## src/rtl/core/cfc_pkg.sv

```systemverilog
// cfc_pkg: shared types, status codes and the byte-wide crc-32 step
// for the crc-32 frame checker; no dependencies
package cfc_pkg;

  localparam logic [31:0] CRC_POLY    = 32'hEDB88320;
  localparam logic [31:0] CRC_INIT    = 32'hFFFFFFFF;
  localparam int          MIN_FRAME   = 5;
  localparam int          TRAILER_LEN = 4;
  localparam int          SERIAL_LEN  = 4;
  localparam int          QUEUE_DEPTH = 4;
  localparam int          QPTR_W      = $clog2(QUEUE_DEPTH);

  localparam logic [2:0] ST_OK        = 3'd0;
  localparam logic [2:0] ST_SHORT     = 3'd1;
  localparam logic [2:0] ST_BAD_TYPE  = 3'd2;
  localparam logic [2:0] ST_CRC_ERR   = 3'd3;
  localparam logic [2:0] ST_NO_SERIAL = 3'd4;

  localparam logic KIND_BODY   = 1'b0;
  localparam logic KIND_STATUS = 1'b1;

  localparam logic CFG_TYPE_LIMIT  = 1'b0;
  localparam logic CFG_SERIAL_MODE = 1'b1;

  typedef struct packed {
    logic        has_body;
    logic [7:0]  body_byte;
    logic [15:0] body_len;
    logic        has_status;
    logic [2:0]  status;
    logic [7:0]  frame_type;
    logic [15:0] stat_len;
    logic [31:0] crc;
    logic [31:0] serial;
  } cfc_cmd_t;

  function automatic logic [31:0] crc_byte(input logic [31:0] acc_in, input logic [7:0] b);
    logic [31:0] acc;
    acc = acc_in ^ {24'd0, b};
    for (int i = 0; i < 8; i++) begin
      acc = (acc >> 1) ^ (acc[0] ? CRC_POLY : 32'd0);
    end
    return acc;
  endfunction

endpackage

```

## src/rtl/core/cfc_front.sv

```systemverilog
// cfc_front: takes frame bytes, runs the trailer window, crc and counters,
// and turns each byte into at most one command for the back end; uses cfc_pkg
module cfc_front #(
  parameter int COUNT_WIDTH = 16
) (
  input  logic              clk,
  input  logic              rst_n,
  input  logic              take,
  input  logic [7:0]        data_byte,
  input  logic              last,
  input  logic [8:0]        type_limit,
  input  logic              serial_mode,
  output logic              push,
  output cfc_pkg::cfc_cmd_t push_cmd
);

  localparam int LW = (COUNT_WIDTH > 16) ? COUNT_WIDTH : 16;
  localparam logic [COUNT_WIDTH-1:0] CNT_MAX = '1;

  logic [7:0]             win_r [4];
  logic [7:0]             win_nxt [4];
  logic [31:0]            crc_r, crc_nxt;
  logic [COUNT_WIDTH-1:0] count_r, count_nxt;
  logic [7:0]             type_r, type_nxt;
  logic [31:0]            serial_r, serial_nxt;

  logic [COUNT_WIDTH-1:0] pos, done_full, len_body, stat_full;
  logic [LW-1:0]          done_ext, stat_ext;
  logic [1:0]             ser_idx;
  logic [31:0]            crc_fin, given;

  always_comb begin
    push_cmd = '0;
    push = 1'b0;
    type_nxt = (count_r == '0) ? data_byte : type_r;
    crc_nxt = crc_r;
    serial_nxt = serial_r;
    pos = count_r - COUNT_WIDTH'(cfc_pkg::TRAILER_LEN);
    ser_idx = 2'(pos - COUNT_WIDTH'(1));
    done_full = serial_mode ? pos - COUNT_WIDTH'(cfc_pkg::SERIAL_LEN) : pos;
    done_ext = LW'(done_full);
    push_cmd.frame_type = type_nxt;
    push_cmd.body_byte = win_r[0];
    push_cmd.body_len = (done_ext > LW'(16'hFFFF)) ? 16'hFFFF : done_ext[15:0];

    if (count_r >= COUNT_WIDTH'(cfc_pkg::TRAILER_LEN)) begin
      crc_nxt = cfc_pkg::crc_byte(crc_r, win_r[0]);
      if (pos >= COUNT_WIDTH'(1)) begin
        if (serial_mode && pos <= COUNT_WIDTH'(cfc_pkg::SERIAL_LEN)) begin
          serial_nxt = serial_r | ({24'd0, win_r[0]} << {ser_idx, 3'b000});
        end else begin
          push_cmd.has_body = 1'b1;
        end
      end
    end

    win_nxt[0] = win_r[1];
    win_nxt[1] = win_r[2];
    win_nxt[2] = win_r[3];
    win_nxt[3] = data_byte;
    count_nxt = (count_r == CNT_MAX) ? count_r : count_r + COUNT_WIDTH'(1);

    crc_fin = ~crc_nxt;
    given = {data_byte, win_r[3], win_r[2], win_r[1]};
    len_body = (count_nxt >= COUNT_WIDTH'(cfc_pkg::MIN_FRAME))
             ? count_nxt - COUNT_WIDTH'(cfc_pkg::MIN_FRAME) : '0;
    if (serial_mode) begin
      stat_full = (len_body > COUNT_WIDTH'(cfc_pkg::SERIAL_LEN))
                ? len_body - COUNT_WIDTH'(cfc_pkg::SERIAL_LEN) : '0;
    end else begin
      stat_full = len_body;
    end
    stat_ext = LW'(stat_full);

    push_cmd.has_status = last;
    push_cmd.stat_len = (stat_ext > LW'(16'hFFFF)) ? 16'hFFFF : stat_ext[15:0];
    push_cmd.crc = (count_nxt >= COUNT_WIDTH'(cfc_pkg::MIN_FRAME)) ? crc_fin : 32'd0;
    push_cmd.serial = serial_mode ? serial_nxt : 32'd0;
    if (count_nxt < COUNT_WIDTH'(cfc_pkg::MIN_FRAME)) begin
      push_cmd.status = cfc_pkg::ST_SHORT;
    end else if ({1'b0, type_nxt} >= type_limit) begin
      push_cmd.status = cfc_pkg::ST_BAD_TYPE;
    end else if (crc_fin != given) begin
      push_cmd.status = cfc_pkg::ST_CRC_ERR;
    end else if (serial_mode && len_body < COUNT_WIDTH'(cfc_pkg::SERIAL_LEN)) begin
      push_cmd.status = cfc_pkg::ST_NO_SERIAL;
    end else begin
      push_cmd.status = cfc_pkg::ST_OK;
    end

    push = take && (push_cmd.has_body || push_cmd.has_status);

    if (last) begin
      crc_nxt = cfc_pkg::CRC_INIT;
      count_nxt = '0;
      type_nxt = 8'd0;
      serial_nxt = 32'd0;
    end
  end

  always_ff @(posedge clk) begin
    if (!rst_n) begin
      crc_r <= cfc_pkg::CRC_INIT;
      count_r <= '0;
      type_r <= 8'd0;
      serial_r <= 32'd0;
    end else if (take) begin
      crc_r <= crc_nxt;
      count_r <= count_nxt;
      type_r <= type_nxt;
      serial_r <= serial_nxt;
    end
  end

  always_ff @(posedge clk) begin
    if (take) begin
      win_r <= win_nxt;
    end
  end

endmodule

```

## config.mk

```make
export PLATFORM = sky130hd
export DESIGN_NAME = cfc_front
export DESIGN_NICKNAME = d
export VERILOG_FILES = /design/src/rtl/core/cfc_pkg.sv /design/src/rtl/core/cfc_front.sv
export SDC_FILE = /design/constraint.sdc
export NUM_CORES = 1
export LEC_CHECK = 0
export ABC_CLOCK_PERIOD_IN_PS = 5000
export BUFFER_PORTS_ARGS = -buffer_cell sky130_fd_sc_hd__buf_2
export CORE_UTILIZATION = 27
export CTS_BUF_LIST = sky130_fd_sc_hd__clkbuf_4 sky130_fd_sc_hd__clkbuf_8
export CTS_CLUSTER_SIZE = 12
export DETAILED_ROUTE_END_ITERATION = 8
export HOLD_SLACK_MARGIN = 0.12
export PLACE_DENSITY = 0.41
export SLEW_MARGIN = 0
export SYNTH_ARGS = -nofsm -noshare
export SYNTH_HDL_FRONTEND = slang
export SYNTH_SLANG_ARGS = --single-unit
```

## constraint.sdc

```tcl
create_clock -name clk -period 5 [get_ports clk]
set_input_delay 0 -clock clk [delete_from_list [all_inputs] [get_ports clk]]
set_output_delay 0 -clock clk [all_outputs]
set_load 0.03 [all_outputs]
```

Word-level counts from Yosys, hierarchy flattened
Cells that the tools add are included.
- memories: 0
- memory bits (read-only): 0
- memory bits (writable): 0
- output and inout bits: 118
- latch bits: 0
- input bits: 22
- word-level logic and storage cells: 76
- register bits: 120
- reductions and logical operators: 5
- div/mod/pow operators: 0
- multipliers: 0
- mux-type cells: 33
- equality and inequality tests: 2
- shift operators: 1
- order comparisons: 10
- add/subtract/negate cells: 6
- bitwise operators: 11
- operator list (kind ; count):
    $mux 32 ; 16
    $xor 31x32->32 ; 8
    $mux 16 ; 8
    $sub 16x3->16 const B ; 4
    $ge 16x3->1 const B ; 2
    $gt 16x16->1 const B ; 2
    $lt 16x3->1 const B ; 2
    $ne 32x32->1 ; 1
    $not 32->32 ; 1
    $or 32x32->32 ; 1
    $shl 8x5->32 ; 1
    $xor 32x8->32 ; 1
    $add 16x1->16 const B ; 1
    $eq 16x16->1 const B ; 1
    $ge 16x1->1 const B ; 1
    $gt 16x3->1 const B ; 1
    $le 16x3->1 const B ; 1
    $logic_not 16->1 ; 1
    $mux 8 ; 2
    $mux 3 ; 4
    $ge 8x9->1 ; 1
    $logic_and 1x1->1 ; 3
    $mux 1 ; 3
    $sub 2x1->2 const B ; 1
    $logic_or 1x1->1 ; 1

Longest topological paths before layout
- depth in word-level cells: 23
- gate-level depth with buffers: 21
- gate-level depth less buffers: 17

Least setup slack after synthesis
Ideal clock, no wire load.
- kind: flip-flop to output port
- start: register count_r[1]
- end: output push_cmd[68] (netlist name)
- arrival time: 4310 ps
- path slack: 690 ps
- data required time: 5000 ps
- cell stages (with the launch flop): 19
- path through: dfxtp_1 -> ha_1 -> and4_1 -> nand4_2 -> buf_2 -> a21oi_1 -> ha_1 -> buf_1 -> a31o_2 -> o2111ai_2 -> nor3_4 -> nand2b_1 -> clkbuf_1 -> nand2_1 -> ha_1 -> and2_1 -> clkbuf_1 -> o21ai_0 -> o21ai_0
- RTL lines (item ; RTL line ; source):
    start, declared ; cfc_front.sv:23 ; logic [COUNT_WIDTH-1:0] count_r, count_nxt;
    start signal, assigned ; cfc_front.sv:109 ; count_r <= count_nxt;
    end, declared ; cfc_front.sv:14 ; output cfc_pkg::cfc_cmd_t push_cmd

==> run summary <==
The length of the first detailed-routing pass in iterations came out at 5. Once detailed placement completed, the half-perimeter wirelength came to 24.4 mm. Height of the chip: 185 µm. STA puts the critical path data required time at 5.00 ns.

Top-level I/O count: 140. The floorplan has 66 rows. For this run, design rule violations remaining after detail routing come to 0. The number of endpoints failing setup at the final stage came out at 0. The via count of the first global-routing pass was 8116; the multi-input gate area in the final layout was 0.00586 mm². The area share of the largest cell type after synthesis is 19.4%.

Setup repair after global routing left no endpoint under its margin. The antenna diode count was 0. The logs give 733 for the violation count after the first detailed-routing iteration and 3580 for the filler cell count. The largest fanout of any net on the critical path is 20, and the buffer and inverter count on the worst path is 5.

Per report_power, the combinational group accounts for 16.2% of the total. Counting stages on the worst path, the most repeated cell is sky130_fd_sc_hd__buf_4. TritonCTS built the clock tree. The width of the die was 185 µm; the clock slew seen by the registers of the worst setup and hold paths was 0.10 ns.

The power density over the cells came out at 227 mW/mm². The net count of the finished layout is 1284. The number of library cell types mapped by synthesis was 97; the synthesized net count was 1154. Synthesis produced a netlist whose cell count is 1113.

The longest individual stage delay on the worst path was 0.53 ns; the global-route congestion overflow total was 0. The flow ran to the end, and the final reports show no timing, DRC or antenna violations. VDD sags by at most 156 µV.

The tools report the number of warnings issued by yosys as 0. The average instance area after synthesis is 8.16 µm². The slew at the pin closest to its max-slew limit is 1.14 ns. In this run the tightest slew margin relative to its limit is 23.7%. The number of cells on the worst hold path was 1; the all-layer global routing usage was 19.5%. Static timing analysis puts the maximum clock frequency at 215 MHz.

Number of placed instances, taps included: 1654. Measured in cells, the most critical reg-to-reg path has a length of 13. The synthesized netlist occupies a cell area of 0.00908 mm².

Across the run, the number of max-cap violations was 0. Broken down by cell family, the worst path's largest delay share belongs to simple AND/OR/NAND/NOR gates. The critical path depth was 14; the switching share of total power was 31.5%.

After synthesis the netlist holds a flip-flop and latch count of 120. The clock tree root driver cell is sky130_fd_sc_hd__clkbuf_8. For this block, the via count after detailed routing is 8636. The minimum clock period after layout came out at 4.65 ns. For this run, the register share of the synthesized area comes to 30.0%.

The critical-path cell with the highest stage delay was sky130_fd_sc_hd__nor3_2. By startpoint and endpoint, the worst setup path is classified as reg2out. In the synthesized netlist, the cells that appear most often are sky130_fd_sc_hd__nor2_1 (165), sky130_fd_sc_hd__nand2_1 (99), sky130_fd_sc_hd__a21oi_1 (90). Starting utilization of the core area: 27.7%. For the worst setup skew after layout, the log shows 0.0299 ns. The total negative slack for setup checks was 0 ns; the count of endpoints failing hold in the final timing report was 0. Dividing the detail-routed via count by the number of cells gives 5.09. At the end of routability-driven placement, the weighted congestion stood at 0.834.

Summed over all nets, the switching power comes to 771 µW. Among all flip-flop cells after synthesis, the most frequent one is sky130_fd_sc_hd__dfxtp_1. The number of antenna violations at the first check in global routing came out at 0. The area growth from synthesis to layout is 19.0%. The number of pins with negative max-slew slack in the final report was 0.

Of all flip-flops after synthesis, the portion carrying an async set or reset was 0%. The library cell with the largest summed area after synthesis is sky130_fd_sc_hd__dfxtp_1. The overall power is 2450 µW. H-tree depth reported by CTS: 4. Once layout is complete, the cells apart from fillers number 1698.

Wires add up to 33.1 mm. Dividing the detail-routed wire length by the instance count gives 19.5 µm. After synthesis, the cell types taking the most area are sky130_fd_sc_hd__dfxtp_1 (19%), sky130_fd_sc_hd__edfxtp_1 (11%), sky130_fd_sc_hd__xnor2_1 (7.5%). The run gives 4.65 ns as the worst endpoint data arrival time. The worst min-delay path category is in2reg.

The share of total power dissipated in sequential elements is 42.9%. STA classifies the critical path endpoint as an output port. Buffers inserted during clock tree synthesis total 17. The internal portion of the total power is 1680 µW. Cells with a size suffix above 1 make up 23.6% of the layout. The floorplan step defined a die boundary enclosing 0.0344 mm².

The number of buffers added on ports is 139, and the leakage power summed over all cells is 0.00429 µW. In this run the remaining antenna-violating nets after routing total 0. The first global-routing pass estimated 50.4 mm of wire.

Across the whole layout, storage elements account for 0.00272 mm². Counting every sink on the clock net gives 120. By instance count, the leading cell after synthesis is sky130_fd_sc_hd__nor2_1. Clock latency at the later pin of the worst-skew pair: 0.46 ns. Counting flops with a built-in enable in the synthesized netlist gives 32. The final worst-path cycle share is 93.1%, and the buffer levels on the longest clock path is 2. Entering global routing, the biggest net connects 60 pins. The worst setup path is launched from a register.

The portion of total power attributed to the clock network was 40.9%. The signal on the critical path passes through buf_4 > inv_1 > ha_1 > o311ai_1 > buf_4 > nor3_2 > buf_4 > o21ai_0 > xor2_1 > nand4_1 > nor4_1 > nand4_1 > nor4_2 > buf_2. The core region is 0.0328 mm².
==> power groups by stage <==
stage | combinational (µW) | sequential, µW | clock, µW
floorplan | 280 | 1060 | 0
global placement | 391 | 1070 | 0
detailed placement | 390 | 1070 | 0
CTS | 398 | 1050 | 1030
global route | 429 | 1050 | 1060
finish | 397 | 1050 | 1000
==> repair_timing <==
item	CTS	global route
pin swaps	0	1
hold endpoints to repair	49	0
hold buffers	10	0
setup buffers	0	2
endpoints found under the setup margin	1	17
resized for setup	1	4
==> per-layer routing <==
layer	vias to the layer above	GRT usage, %	part of all wire [%]
met1	4158	29.5	52
met4	0	5.09	1.5
met3	28	3.03	5.0
met5	-	0	0
met2	257	28.2	41
li1	4193	-	-
==> flip-flops by register name (all words and copies together) (netlist names) <==
register	count
crc_r	32
serial_r	32
given	24
count_r	16
push_cmd	8
type_r	8
==> cell families after synthesis <==
kind of cell	count (synthesis)	share of synthesized area, %
flip-flops	120	30.0
adder cells (fa/ha/maj)	19	2.62
XOR/XNOR	133	14.7
buffers and inverters	114	5.95
AO/OA/AOI/OAI	274	20.1
AND/OR/NAND/NOR	430	24.0
multiplexers	23	2.67
==> worst reg2reg max path, stage by stage, from the launching register on <==
cell and delay (ns):
sky130_fd_sc_hd__dfxtp_1 0.34, sky130_fd_sc_hd__buf_4 0.25, sky130_fd_sc_hd__inv_1 0.18, sky130_fd_sc_hd__ha_1 0.35
sky130_fd_sc_hd__inv_1 0.13, sky130_fd_sc_hd__nor2_2 0.08, sky130_fd_sc_hd__or4_1 0.50, sky130_fd_sc_hd__a21oi_1 0.35
sky130_fd_sc_hd__and4_1 0.32, sky130_fd_sc_hd__nand3_2 0.15, sky130_fd_sc_hd__nor3_2 0.52, sky130_fd_sc_hd__and2_1 0.40
sky130_fd_sc_hd__a21oi_1 0.11, sky130_fd_sc_hd__nor2_1 0.10
==> metrics by stage <==
stage          utilization, %  setup slack [ns]  cell area, µm²  hold slack, ns
3_3_place_gp             31.2             0.630           10200           0.248
2_1_floorplan               -             0.690            9080          0.0989
4_1_cts                  32.8             0.109           10800           0.131
6_report                 33.0             0.347           10800           0.136
3_5_place_dp             31.2             0.498           10200           0.252
5_1_grt                  33.0            0.0557           10800           0.139
==> placed cells by master (no fill, tap or decap), types with 13 or more instances in the layout <==
master	instances
sky130_fd_sc_hd__a21oi_1	90
sky130_fd_sc_hd__a31oi_1	29
sky130_fd_sc_hd__buf_2	138
sky130_fd_sc_hd__buf_4	44
sky130_fd_sc_hd__clkbuf_8	17
sky130_fd_sc_hd__dfxtp_1	88
sky130_fd_sc_hd__edfxtp_1	32
sky130_fd_sc_hd__ha_1	17
sky130_fd_sc_hd__inv_1	32
sky130_fd_sc_hd__mux2i_1	13
sky130_fd_sc_hd__nand2_1	98
sky130_fd_sc_hd__nand3_1	24
sky130_fd_sc_hd__nand4_1	16
sky130_fd_sc_hd__nor2_1	165
sky130_fd_sc_hd__nor2b_1	17
sky130_fd_sc_hd__nor3_1	19
sky130_fd_sc_hd__o21ai_0	30
sky130_fd_sc_hd__o22ai_1	36
sky130_fd_sc_hd__xnor2_1	78
sky130_fd_sc_hd__xor2_1	38
==> layout make-up <==
class	instances	area share, %
multi-input cells	879	54.2
flip-flops and latches	120	25.2
repair buffers	192	10.4
well taps	442	5.12
clock buffers	18	2.23
clock inverters	14	1.71
inverters	33	1.15
==> path summary, 6_finish.rpt <==
kind	from	to	slack, ns
worst max-delay path	count_r[2]$_SDFFE_PN0P_	push_cmd[90]	0.35
worst min-delay path	take	given[23]$_DFFE_PP_	0.14
worst max register to register	count_r[2]$_SDFFE_PN0P_	serial_r[3]$_SDFFE_PN0P_	1.13
worst min register to register	serial_r[31]$_SDFFE_PN0P_	serial_r[31]$_SDFFE_PN0P_	0.47
(Power assumes the default switching activity.)
